<file path="src/rtl/bcsc_pkg.sv">
package bcsc_pkg;

    localparam int COORD_W          = 24;
    localparam int WINDOW_FRAMES    = 15;
    localparam int MAX_FRAME_POINTS = 65536;

    localparam int FSUM_W    = 41;
    localparam int FCNT_W    = $clog2(MAX_FRAME_POINTS + 1);
    localparam int WSUM_W    = 45;
    localparam int WCNT_W    = 21;
    localparam int HEAD_W    = $clog2(WINDOW_FRAMES);
    localparam int HELD_W    = $clog2(WINDOW_FRAMES + 1);
    localparam int DIV_CNT_W = $clog2(WSUM_W + 1);

    localparam int MQ_DEPTH  = 4;
    localparam int MQ_AW     = $clog2(MQ_DEPTH);

    localparam int CFG_IDX_W = 3;

    typedef enum logic {
        OP_POINT = 1'b0,
        OP_EOF   = 1'b1
    } t_op;

    typedef enum logic [CFG_IDX_W-1:0] {
        REG_ENABLE = 3'd0,
        REG_X_MIN  = 3'd1,
        REG_X_MAX  = 3'd2,
        REG_Y_MIN  = 3'd3,
        REG_Y_MAX  = 3'd4,
        REG_Z_MIN  = 3'd5,
        REG_Z_MAX  = 3'd6
    } t_reg_idx;

    typedef struct packed {
        t_op                        op;
        logic signed [COORD_W-1:0]  point_x;
        logic signed [COORD_W-1:0]  point_y;
        logic signed [COORD_W-1:0]  point_z;
    } t_in_word;

    typedef struct packed {
        logic signed [COORD_W-1:0]  centroid_x;
        logic signed [COORD_W-1:0]  centroid_y;
        logic signed [COORD_W-1:0]  centroid_z;
        logic                       empty_window;
        logic                       count_overflow;
    } t_out_word;

endpackage

</file>
<file path="src/rtl/bcsc_front.sv">
module bcsc_front (
    input  logic                                i_clk,
    input  logic                                i_rst_n,
    input  logic                                push,
    output logic                                full,
    input  bcsc_pkg::t_in_word                  i_data,
    input  logic                                i_cfg_we,
    input  logic [bcsc_pkg::CFG_IDX_W-1:0]      i_cfg_idx,
    input  logic [bcsc_pkg::COORD_W-1:0]        i_cfg_wdata,
    output logic                                o_mq_push,
    output bcsc_pkg::t_in_word                  o_mq_word,
    input  logic                                i_mq_full
);
    import bcsc_pkg::*;

    logic                       r_enable;
    logic signed [COORD_W-1:0]  r_x_min, r_x_max, r_y_min, r_y_max, r_z_min, r_z_max;
    logic                       r_valid;
    t_in_word                   r_word;

    logic in_box;
    logic keep;
    logic advance;
    logic accept;

    always_ff @(posedge i_clk) begin
        if (!i_rst_n) begin
            r_enable <= 1'b0;
            r_x_min  <= '0;
            r_x_max  <= '0;
            r_y_min  <= '0;
            r_y_max  <= '0;
            r_z_min  <= '0;
            r_z_max  <= '0;
        end else if (i_cfg_we) begin
            unique case (t_reg_idx'(i_cfg_idx))
                REG_ENABLE: r_enable <= i_cfg_wdata[0];
                REG_X_MIN:  r_x_min  <= i_cfg_wdata;
                REG_X_MAX:  r_x_max  <= i_cfg_wdata;
                REG_Y_MIN:  r_y_min  <= i_cfg_wdata;
                REG_Y_MAX:  r_y_max  <= i_cfg_wdata;
                REG_Z_MIN:  r_z_min  <= i_cfg_wdata;
                REG_Z_MAX:  r_z_max  <= i_cfg_wdata;
                default:    ;
            endcase
        end
    end

    // inclusive bounds; an inverted box keeps nothing
    assign in_box = (i_data.point_x >= r_x_min) && (i_data.point_x <= r_x_max)
                 && (i_data.point_y >= r_y_min) && (i_data.point_y <= r_y_max)
                 && (i_data.point_z >= r_z_min) && (i_data.point_z <= r_z_max);

    assign keep    = r_enable && ((i_data.op == OP_EOF) || in_box);
    assign advance = !r_valid || !i_mq_full;
    assign accept  = push && advance;
    assign full    = !advance;

    always_ff @(posedge i_clk) begin
        if (!i_rst_n) begin
            r_valid <= 1'b0;
        end else if (accept && keep) begin
            r_valid <= 1'b1;
        end else if (advance) begin
            r_valid <= 1'b0;
        end
    end

    always_ff @(posedge i_clk) begin
        if (accept && keep) begin
            r_word <= i_data;
        end
    end

    assign o_mq_push = r_valid;
    assign o_mq_word = r_word;

endmodule

</file>
<file path="src/rtl/bcsc_queue.sv">
module bcsc_queue (
    input  logic                i_clk,
    input  logic                i_rst_n,
    input  logic                i_push,
    output logic                o_full,
    input  bcsc_pkg::t_in_word  i_word,
    input  logic                i_pop,
    output logic                o_empty,
    output bcsc_pkg::t_in_word  o_word
);
    import bcsc_pkg::*;

    t_in_word           r_mem [MQ_DEPTH];
    logic [MQ_AW-1:0]   r_wr;
    logic [MQ_AW-1:0]   r_rd;
    logic [MQ_AW:0]     r_cnt;

    logic do_push;
    logic do_pop;

    assign o_full  = (r_cnt == (MQ_AW + 1)'(MQ_DEPTH));
    assign o_empty = (r_cnt == '0);
    assign do_push = i_push && !o_full;
    assign do_pop  = i_pop && !o_empty;

    always_ff @(posedge i_clk) begin
        if (!i_rst_n) begin
            r_wr  <= '0;
            r_rd  <= '0;
            r_cnt <= '0;
        end else begin
            if (do_push) begin
                r_wr <= (r_wr == MQ_AW'(MQ_DEPTH - 1)) ? '0 : r_wr + 1'b1;
            end
            if (do_pop) begin
                r_rd <= (r_rd == MQ_AW'(MQ_DEPTH - 1)) ? '0 : r_rd + 1'b1;
            end
            if (do_push && !do_pop) begin
                r_cnt <= r_cnt + 1'b1;
            end else if (do_pop && !do_push) begin
                r_cnt <= r_cnt - 1'b1;
            end
        end
    end

    always_ff @(posedge i_clk) begin
        if (do_push) begin
            r_mem[r_wr] <= i_word;
        end
    end

    assign o_word = r_mem[r_rd];

endmodule

</file>
<file path="src/rtl/bcsc_div.sv">
module bcsc_div (
    input  logic                                i_clk,
    input  logic                                i_rst_n,
    input  logic                                i_start,
    input  logic signed [bcsc_pkg::WSUM_W-1:0]  i_sum,
    input  logic [bcsc_pkg::WCNT_W-1:0]         i_count,
    output logic                                o_busy,
    output logic signed [bcsc_pkg::COORD_W-1:0] o_quot
);
    import bcsc_pkg::*;

    logic [DIV_CNT_W-1:0]   r_cnt;
    logic                   r_neg;
    logic [WCNT_W-1:0]      r_rem;
    logic [WCNT_W-1:0]      r_den;
    logic [WSUM_W-1:0]      r_q;

    logic [WSUM_W-1:0]      mag;
    logic [WCNT_W:0]        rem_sh;
    logic [WCNT_W:0]        diff;
    logic                   ge;
    logic [COORD_W-1:0]     quot_mag;

    assign mag    = i_sum[WSUM_W-1] ? WSUM_W'(-i_sum) : WSUM_W'(i_sum);
    assign rem_sh = {r_rem, r_q[WSUM_W-1]};
    assign ge     = (rem_sh >= {1'b0, r_den});
    assign diff   = rem_sh - {1'b0, r_den};

    always_ff @(posedge i_clk) begin
        if (!i_rst_n) begin
            r_cnt <= '0;
        end else if (i_start) begin
            r_cnt <= DIV_CNT_W'(WSUM_W);
        end else if (r_cnt != '0) begin
            r_cnt <= r_cnt - 1'b1;
        end
    end

    // restoring divide on magnitudes, one quotient bit per cycle
    always_ff @(posedge i_clk) begin
        if (i_start) begin
            r_neg <= i_sum[WSUM_W-1];
            r_q   <= mag;
            r_rem <= '0;
            r_den <= i_count;
        end else if (r_cnt != '0) begin
            r_rem <= ge ? diff[WCNT_W-1:0] : rem_sh[WCNT_W-1:0];
            r_q   <= {r_q[WSUM_W-2:0], ge};
        end
    end

    assign o_busy   = (r_cnt != '0);
    assign quot_mag = r_q[COORD_W-1:0];
    assign o_quot   = r_neg ? -quot_mag : quot_mag;

endmodule

</file>
<file path="src/rtl/bcsc_back.sv">
module bcsc_back (
    input  logic                i_clk,
    input  logic                i_rst_n,
    input  logic                i_mq_empty,
    input  bcsc_pkg::t_in_word  i_mq_word,
    output logic                o_mq_pop,
    output logic                empty,
    input  logic                pop,
    output bcsc_pkg::t_out_word o_data
);
    import bcsc_pkg::*;

    typedef enum logic [5:0] {
        S_IDLE = 6'b000001,
        S_SUB  = 6'b000010,
        S_ADD  = 6'b000100,
        S_LOAD = 6'b001000,
        S_DIV  = 6'b010000,
        S_OUT  = 6'b100000
    } t_state;

    t_state                     r_state, n_state;

    logic signed [FSUM_W-1:0]   r_fsum_x, r_fsum_y, r_fsum_z;
    logic [FCNT_W-1:0]          r_fcnt;
    logic                       r_fovf;

    logic signed [FSUM_W-1:0]   r_ring_x [WINDOW_FRAMES];
    logic signed [FSUM_W-1:0]   r_ring_y [WINDOW_FRAMES];
    logic signed [FSUM_W-1:0]   r_ring_z [WINDOW_FRAMES];
    logic [FCNT_W-1:0]          r_ring_cnt [WINDOW_FRAMES];
    logic [WINDOW_FRAMES-1:0]   r_ring_ovf;

    logic signed [WSUM_W-1:0]   r_wsum_x, r_wsum_y, r_wsum_z;
    logic [WCNT_W-1:0]          r_wcnt;
    logic [HEAD_W-1:0]          r_head, n_head;
    logic [HELD_W-1:0]          r_held, n_held;

    logic                       r_out_valid;
    t_out_word                  r_out;

    logic                       window_full;
    logic                       frame_sat;
    logic                       out_load;
    logic                       div_start;
    logic [2:0]                 div_busy;
    logic signed [COORD_W-1:0]  quot_x, quot_y, quot_z;
    logic                       win_empty;

    assign window_full = (r_held == HELD_W'(WINDOW_FRAMES));
    assign frame_sat   = (r_fcnt == FCNT_W'(MAX_FRAME_POINTS));
    assign o_mq_pop    = (r_state == S_IDLE) && !i_mq_empty;
    assign out_load    = (r_state == S_OUT) && (!r_out_valid || pop);
    assign div_start   = (r_state == S_LOAD);
    assign win_empty   = (r_wcnt == '0);

    assign n_head = (r_head == HEAD_W'(WINDOW_FRAMES - 1)) ? '0 : r_head + 1'b1;
    assign n_held = window_full ? r_held : r_held + 1'b1;

    always_comb begin
        n_state = r_state;
        unique case (r_state)
            S_IDLE: begin
                if (o_mq_pop && (i_mq_word.op == OP_EOF)) begin
                    n_state = S_SUB;
                end
            end
            S_SUB:  n_state = S_ADD;
            S_ADD:  n_state = (n_held == HELD_W'(WINDOW_FRAMES)) ? S_LOAD : S_IDLE;
            S_LOAD: n_state = S_DIV;
            S_DIV:  n_state = (div_busy == '0) ? S_OUT : S_DIV;
            S_OUT:  n_state = out_load ? S_IDLE : S_OUT;
            default: n_state = S_IDLE;
        endcase
    end

    always_ff @(posedge i_clk) begin
        if (!i_rst_n) begin
            r_state  <= S_IDLE;
            r_fsum_x <= '0;
            r_fsum_y <= '0;
            r_fsum_z <= '0;
            r_fcnt   <= '0;
            r_fovf   <= 1'b0;
            r_wsum_x <= '0;
            r_wsum_y <= '0;
            r_wsum_z <= '0;
            r_wcnt   <= '0;
            r_head   <= '0;
            r_held   <= '0;
        end else begin
            r_state <= n_state;
            if ((r_state == S_IDLE) && o_mq_pop && (i_mq_word.op == OP_POINT)) begin
                // drop the point once the frame count is saturated
                if (frame_sat) begin
                    r_fovf <= 1'b1;
                end else begin
                    r_fsum_x <= r_fsum_x + FSUM_W'(i_mq_word.point_x);
                    r_fsum_y <= r_fsum_y + FSUM_W'(i_mq_word.point_y);
                    r_fsum_z <= r_fsum_z + FSUM_W'(i_mq_word.point_z);
                    r_fcnt   <= r_fcnt + 1'b1;
                end
            end
            if ((r_state == S_SUB) && window_full) begin
                r_wsum_x <= r_wsum_x - WSUM_W'(r_ring_x[r_head]);
                r_wsum_y <= r_wsum_y - WSUM_W'(r_ring_y[r_head]);
                r_wsum_z <= r_wsum_z - WSUM_W'(r_ring_z[r_head]);
                r_wcnt   <= r_wcnt - WCNT_W'(r_ring_cnt[r_head]);
            end
            if (r_state == S_ADD) begin
                r_wsum_x <= r_wsum_x + WSUM_W'(r_fsum_x);
                r_wsum_y <= r_wsum_y + WSUM_W'(r_fsum_y);
                r_wsum_z <= r_wsum_z + WSUM_W'(r_fsum_z);
                r_wcnt   <= r_wcnt + WCNT_W'(r_fcnt);
                r_head   <= n_head;
                r_held   <= n_held;
                r_fsum_x <= '0;
                r_fsum_y <= '0;
                r_fsum_z <= '0;
                r_fcnt   <= '0;
                r_fovf   <= 1'b0;
            end
        end
    end

    always_ff @(posedge i_clk) begin
        if (r_state == S_ADD) begin
            r_ring_x[r_head]   <= r_fsum_x;
            r_ring_y[r_head]   <= r_fsum_y;
            r_ring_z[r_head]   <= r_fsum_z;
            r_ring_cnt[r_head] <= r_fcnt;
            r_ring_ovf[r_head] <= r_fovf;
        end
    end

    bcsc_div u_div_x (
        .i_clk   (i_clk),
        .i_rst_n (i_rst_n),
        .i_start (div_start),
        .i_sum   (r_wsum_x),
        .i_count (r_wcnt),
        .o_busy  (div_busy[0]),
        .o_quot  (quot_x)
    );

    bcsc_div u_div_y (
        .i_clk   (i_clk),
        .i_rst_n (i_rst_n),
        .i_start (div_start),
        .i_sum   (r_wsum_y),
        .i_count (r_wcnt),
        .o_busy  (div_busy[1]),
        .o_quot  (quot_y)
    );

    bcsc_div u_div_z (
        .i_clk   (i_clk),
        .i_rst_n (i_rst_n),
        .i_start (div_start),
        .i_sum   (r_wsum_z),
        .i_count (r_wcnt),
        .o_busy  (div_busy[2]),
        .o_quot  (quot_z)
    );

    always_ff @(posedge i_clk) begin
        if (!i_rst_n) begin
            r_out_valid <= 1'b0;
        end else if (out_load) begin
            r_out_valid <= 1'b1;
        end else if (pop) begin
            r_out_valid <= 1'b0;
        end
    end

    always_ff @(posedge i_clk) begin
        if (out_load) begin
            r_out.centroid_x     <= win_empty ? '0 : quot_x;
            r_out.centroid_y     <= win_empty ? '0 : quot_y;
            r_out.centroid_z     <= win_empty ? '0 : quot_z;
            r_out.empty_window   <= win_empty;
            r_out.count_overflow <= |r_ring_ovf;
        end
    end

    assign empty  = !r_out_valid;
    assign o_data = r_out;

    a_fcnt_bound: assert property (@(posedge i_clk) disable iff (!i_rst_n)
        (r_state == S_IDLE) |-> (r_fcnt <= FCNT_W'(MAX_FRAME_POINTS)))
        else $error("frame count above saturation limit");

    a_div_runs: assert property (@(posedge i_clk) disable iff (!i_rst_n)
        (r_state == S_LOAD) |=> (div_busy == 3'b111))
        else $error("dividers did not start together");

    a_window_fills: assert property (@(posedge i_clk) disable iff (!i_rst_n)
        ((r_state == S_ADD) && (r_held == HELD_W'(WINDOW_FRAMES - 1)))
        |=> ((r_state == S_LOAD) && window_full))
        else $error("window filled without a divide");

    a_out_source: assert property (@(posedge i_clk) disable iff (!i_rst_n)
        $rose(r_out_valid) |-> $past(r_state == S_OUT))
        else $error("result word loaded outside output state");

endmodule

</file>
<file path="src/rtl/box_crop_sliding_centroid.sv">
// Crop-box filter with a sliding-window centroid. Each input word is either a
// point (op = point) or an end-of-frame marker. While enable is set, points
// inside the inclusive box are summed into the current frame; at each end of
// frame the frame goes into a ring of the last 15 frames and, once the ring is
// full, one result word carries the window centroid (sum / count, truncated
// toward zero), the empty-window flag and the overflow flag. While enable is
// clear every word is taken and dropped. The input side takes one word per
// cycle while full is low, into a registered classify stage and a 4-word queue.
// The back end takes a point in its idle state; an end of frame runs through
// the subtract and add states and, once the window is full, the load, divide
// (three 45-step restoring dividers side by side) and output states. A result
// waits in an output register, blocking the back end only when the next is due.
module box_crop_sliding_centroid (
    input  logic                            i_clk,
    input  logic                            i_rst_n,
    input  logic                            push,
    output logic                            full,
    input  bcsc_pkg::t_in_word              i_data,
    output logic                            empty,
    input  logic                            pop,
    output bcsc_pkg::t_out_word             o_data,
    input  logic                            i_cfg_we,
    input  logic [bcsc_pkg::CFG_IDX_W-1:0]  i_cfg_idx,
    input  logic [bcsc_pkg::COORD_W-1:0]    i_cfg_wdata
);
    import bcsc_pkg::*;

    logic       mq_push;
    logic       mq_full;
    t_in_word   mq_in;
    logic       mq_pop;
    logic       mq_empty;
    t_in_word   mq_out;

    bcsc_front u_front (
        .i_clk       (i_clk),
        .i_rst_n     (i_rst_n),
        .push        (push),
        .full        (full),
        .i_data      (i_data),
        .i_cfg_we    (i_cfg_we),
        .i_cfg_idx   (i_cfg_idx),
        .i_cfg_wdata (i_cfg_wdata),
        .o_mq_push   (mq_push),
        .o_mq_word   (mq_in),
        .i_mq_full   (mq_full)
    );

    bcsc_queue u_queue (
        .i_clk   (i_clk),
        .i_rst_n (i_rst_n),
        .i_push  (mq_push),
        .o_full  (mq_full),
        .i_word  (mq_in),
        .i_pop   (mq_pop),
        .o_empty (mq_empty),
        .o_word  (mq_out)
    );

    bcsc_back u_back (
        .i_clk      (i_clk),
        .i_rst_n    (i_rst_n),
        .i_mq_empty (mq_empty),
        .i_mq_word  (mq_out),
        .o_mq_pop   (mq_pop),
        .empty      (empty),
        .pop        (pop),
        .o_data     (o_data)
    );

endmodule
</file>
<file path="config.mk">
export PLATFORM = sky130hd
export DESIGN_NAME = box_crop_sliding_centroid
export DESIGN_NICKNAME = d
export VERILOG_FILES = /design/src/rtl/bcsc_pkg.sv /design/src/rtl/bcsc_front.sv /design/src/rtl/bcsc_queue.sv /design/src/rtl/bcsc_div.sv /design/src/rtl/bcsc_back.sv /design/src/rtl/box_crop_sliding_centroid.sv
export SDC_FILE = /design/constraint.sdc
export NUM_CORES = 2
export LEC_CHECK = 0
export BUFFER_PORTS_ARGS = -buffer_cell sky130_fd_sc_hd__clkbuf_2
export CELL_PAD_IN_SITES_DETAIL_PLACEMENT = 1
export CELL_PAD_IN_SITES_GLOBAL_PLACEMENT = 1
export CORE_ASPECT_RATIO = 1.5
export CORE_MARGIN = 4
export CORE_UTILIZATION = 44
export DETAILED_ROUTE_END_ITERATION = 16
export PLACE_DENSITY_LB_ADDON = 0.1
export SYNTH_ARGS = -nofsm -noshare
export SYNTH_HDL_FRONTEND = slang
export SYNTH_SLANG_ARGS = --single-unit
export TNS_END_PERCENT = 10
</file>
<file path="constraint.sdc">
create_clock -name i_clk -period 14.95 [get_ports i_clk]
set_input_delay 0.7475 -clock i_clk [delete_from_list [all_inputs] [get_ports i_clk]]
set_output_delay 0.7475 -clock i_clk [all_outputs]
set_load 0.005 [all_outputs]
</file>
==> Flow_metrics.wiki <==
{| class="wikitable"
! Metric !! Value
|-
| Yosys synthesis warning count || 0
|-
| Total routed wirelength || between 400 and 500 mm
|-
| Crit path max-delay cell type || sky130_fd_sc_hd__dfxtp_4
|-
| Number of top-level design ports || roughly 180
|-
| Number of design-rule violations left by the first detailed-router iteration || between 7k and 8k
|-
| H-tree Lvls || 5
|-
| Filler Cells Inserted || around 34k
|-
| Share of cell area taken by muxes after synthesis || 0.102
|-
| Longest individual stage delay on the worst path || ~0.8 ns
|-
| Async SR Flop Fraction || 0
|-
| Leakage || around 0.058 uW
|-
| Total Power || 25300 uW
|-
| Total via count in the routed design || 96.4k
|-
| Detail Route Antenna Nets || 0
|-
| Final slew viol count || 0
|-
| End-of-flow core utilization || 0.493
|-
| Total DRC errors in the routed layout || 0
|-
| Post CTS Setup Buffer Count || 0
|-
| Xor/xnor cell area share of the yosys netlist || 0.0336
|-
| Synthesized-area fraction occupied by ao, oa, aoi and oai cells || 0.0961
|-
| Overall die width || approximately 490 um
|-
| Crit path cell chain || buf_4 > buf_12 > buf_4 > mux4_2 > mux2i_1 > mux2i_1 > nand3b_1 > or3_1 > a21oi_1 > nor2_1 > ha_1 > nand4_1 > nor3_1 > o21ai_0 > o21ai_0 > a21boi_0 > o31a_1 > o41ai_1 > o41ai_1 > or4_1 > nand3_1
|-
| Endpoint type of the worst setup path || flip-flop
|-
| Most used flip-flop cell after synthesis || sky130_fd_sc_hd__edfxtp_1
|-
| Fraction of final layout cells sized beyond drive strength 1 || 0.134
|-
| Number of enable flip-flop cells after synthesis || 2713
|-
| Layout Area Growth over Synthesis || 11.4%
|-
| Input/output buffers || between 150 and 200
|-
| Area share of fa/ha/maj cells after synthesis || 0.0435
|-
| DP Wirelength || 303 mm
|-
| Number of buffers on the longest clock path || 4
|-
| Area used by sequential logic in the layout || 0.0925 sq mm
|-
| WS Path Type || reg2reg
|-
| Height of the die || between 700 and 800 um
|-
| Data arrival time at the worst-slack endpoint || around 9.5 ns
|-
| Final-report hold violation count || 0
|-
| Post-DR vias/cell || ~5.9
|-
| RSZ-0062 raised after global routing || false
|-
| Total congestion overflow || 0
|-
| Biggest fanout along the worst timing path || 99
|-
| TritonCTS clock tree || built
|-
| Area share of and/or/nand/nor cells after synthesis || 0.0852
|-
| Synthesized instance count || 11.2k
|-
| Total clock sinks || 3265
|-
| Number of cells upsized or downsized after cts || 0
|-
| Pin count of the biggest net entering global routing || between 150 and 200
|-
| Max_slew headroom || 0.152
|-
| Mean area per synthesized cell || around 13 sq um
|-
| Area of the die || 0.351 sq mm
|-
| Multi-input combinational cell area || ~0.054 sq mm
|-
| Maximum capacitance violations || 0
|-
| Share of the clock period used by the worst path after layout || 0.578
|-
| Final-report setup violation count || 0
|-
| Status || finished clean
|-
| Site row count || roughly 260
|-
| Vias in the first global route || between 100k and 150k
|-
| Global placer's final weighted congestion || 0.902
|-
| Sequential share of the synthesized area || 0.615
|-
| Total global routing track utilization || 0.260
|-
| Power density over the cells || 151 mW/mm^2
|-
| Post-synthesis instance area || approximately 0.15 sq mm
|-
| R2R Setup Slk || between 6 and 7 ns
|-
| DRT Pass-1 Iters || 6
|-
| Final-layout setup total negative slack || 0 ns
|-
| Setup slack after layout || 6.32 ns
|-
| Worst clock skew || approximately 0.06 ns
|-
| Number of nets at the end of the flow || between 10k and 15k
|-
| Data required, critical path || 15.77 ns
|-
| Actual transition at the worst max-transition pin || 1.26 ns
|-
| Total CTS buffers || 332
|-
| Highest attainable clock frequency || 0.116 GHz
|-
| Buffer type at the clock tree root || sky130_fd_sc_hd__clkbuf_16
|-
| Dominant combinational cell family by area after synthesis || multiplexers
|-
| Post-layout minimum cycle time || 8.63 ns
|-
| Initial antenna violation count || 19
|-
| First-pass GRT wire length || ~700 mm
|-
| Clock latency on the worst-skew pair || around 0.92 ns
|-
| Core Box Area || between 0.3 and 0.4 sq mm
|-
| Setup slack after placement || roughly 6.3 ns
|-
| Initial standard-cell utilization of the core || 0.442
|-
| Synth cell types || 100
|-
| CP Launch Type || flip-flop
|-
| Syn Nets || 11.9k
|-
| Synth Register Bits || 3265
|-
| Kind of path behind the tightest hold check || in2reg
|-
| Routed wirelength normalized by instance count || 28.5 um
|-
| Clock transition at the registers of the reported paths || 0.06 ns
|-
| IR drop worst, VDD || slightly below 100 uV
|}
state kept, by name, summed over array words and instances (netlist names), 41 cells and up, named ones only:
| register | count |
|---|---|
| u_back.u_div_z.r_q | 45 |
| u_back.r_fsum_x | 41 |
| u_back.r_fsum_y | 41 |
| u_back.r_wsum_z | 45 |
| u_back.r_fsum_z | 41 |
| u_back.r_wsum_y | 45 |
| u_back.r_ring_x | 615 |
| u_back.r_ring_y | 615 |
| u_back.r_ring_cnt | 255 |
| u_back.o_data | 74 |
| u_back.u_div_y.r_q | 45 |
| u_back.r_wsum_x | 45 |
| u_queue.r_mem | 292 |
| u_front.o_mq_word | 73 |
| u_back.r_ring_z | 615 |
| u_back.u_div_x.r_q | 45 |
worst max-delay path, delay by kind of cell (launching register included):
kind / cells / cell delay, ns
AO/OA/AOI/OAI: 7 / 2.70
adder cells (fa/ha/maj): 1 / 0.35
buffers and inverters: 3 / 1.70
flip-flops: 1 / 0.82
multiplexers: 3 / 0.76
AND/OR/NAND/NOR: 7 / 2.11
routing by layer:
layer | part of all wire | global-route usage
met1 | 0.40 | 0.325
met5 | 0.00010 | 0
met2 | 0.51 | 0.465
met3 | 0.048 | 0.0299
met4 | 0.040 | 0.0942
cell type report:
class                   instances  area share
flip-flops and latches       3265       0.553
multi-input cells            7143       0.325
clock buffers                 420      0.0536
well taps                    4488      0.0335
repair buffers                385      0.0152
clock inverters               187      0.0125
inverters                     326     0.00742
diodes                          6   0.0000897
path summary, 6_finish.rpt:
| kind | from | endpoint | cells past startpoint |
|---|---|---|---|
| max reg2reg | flip-flop | u_back.r_wsum_x[41]$_SDFFE_PN0P_ | 21 |
| max | flip-flop | u_back.r_wsum_x[41]$_SDFFE_PN0P_ | 21 |
| min reg2reg | u_front.r_y_max[6]$_SDFFE_PN0P_ | u_front.r_y_max[6]$_SDFFE_PN0P_ | 2 |
| min | i_data[27] | u_front.o_mq_word[27]$_DFFE_PP_ | 1 |
cells in the final DEF, fill, tap and decap left out, types with 51 or more instances in the layout:
cell	instances
sky130_fd_sc_hd__a211oi_1	102
sky130_fd_sc_hd__a21o_1	217
sky130_fd_sc_hd__a21oi_1	888
sky130_fd_sc_hd__and3_1	53
sky130_fd_sc_hd__buf_4	196
sky130_fd_sc_hd__clkbuf_1	61
sky130_fd_sc_hd__clkbuf_16	338
sky130_fd_sc_hd__clkbuf_2	180
sky130_fd_sc_hd__clkinv_2	51
sky130_fd_sc_hd__dfxtp_1	545
sky130_fd_sc_hd__edfxtp_1	2713
sky130_fd_sc_hd__ha_1	505
sky130_fd_sc_hd__inv_1	321
sky130_fd_sc_hd__mux2i_1	298
sky130_fd_sc_hd__mux4_2	523
sky130_fd_sc_hd__nand2_1	1247
sky130_fd_sc_hd__nand2b_1	94
sky130_fd_sc_hd__nand3_1	156
sky130_fd_sc_hd__nand4_1	94
sky130_fd_sc_hd__nor2_1	586
sky130_fd_sc_hd__nor2b_1	72
sky130_fd_sc_hd__nor3_1	125
sky130_fd_sc_hd__o211ai_1	61
sky130_fd_sc_hd__o21a_1	77
sky130_fd_sc_hd__o21ai_0	580
sky130_fd_sc_hd__o21bai_1	51
sky130_fd_sc_hd__o31ai_1	82
sky130_fd_sc_hd__or3_1	86
sky130_fd_sc_hd__or4_1	53
sky130_fd_sc_hd__xnor2_1	274
sky130_fd_sc_hd__xor2_1	303
metrics by stage:
step,area [sq um],cells,hold WS (ns)
3_3_place_gp,156000,15600,0.443
2_1_floorplan,150000,11200,0.406
3_5_place_dp,156000,15600,0.447
4_1_cts,167000,16200,0.000617
5_1_grt,167000,16200,0.0493
6_report,167000,16200,0.0745
report_power, final:
part	internal, uW	switching (uW)
Sequential	11100	1020
Clock	4920	3650
Combinational	1740	2850
cells by family (layout without fill, tap and decap cells):
group	Yosys count	after routing
muxes	869	869
xor gates and xnor gates	577	577
other	0	6
buffers and inverters	836	1318
and+or+nand+nor	2799	2799
DFF	3265	3265
adders and majority gates	516	516
AOI/OAI and AO/OA	2382	2382
Yosys cell counts, drive strengths merged (39+ instances only):
master     n  area, sq um
a211oi   102          766
a21o     217         1630
a21oi    888         4440
and3      53          332
buf      188         1220
clkbuf   322         1210
dfxtp    552        11100
edfxtp  2713        81500
ha       505         6320
inv      323         1210
mux2      48          541
mux2i    298         2980
mux4     523        11800
nand2   1254         4710
nand2b    94          588
nand3    156          781
nand4     94          588
nor2     601         2260
nor2b     75          469
nor3     135          686
nor4      39          250
o211ai    61          458
o21a      77          578
o21ai    587         2940
o21bai    51          383
o31ai     82          616
or3       88          561
or4       55          420
xnor2    274         2400
xor2     303         2650
repair_timing:
item                       in CTS  in global routing
hold endpoints to repair        1                  0
hold buffers                    1                  0
setup endpoints to repair       0                  0
Note: power is estimated with default switching activity, not from simulation.
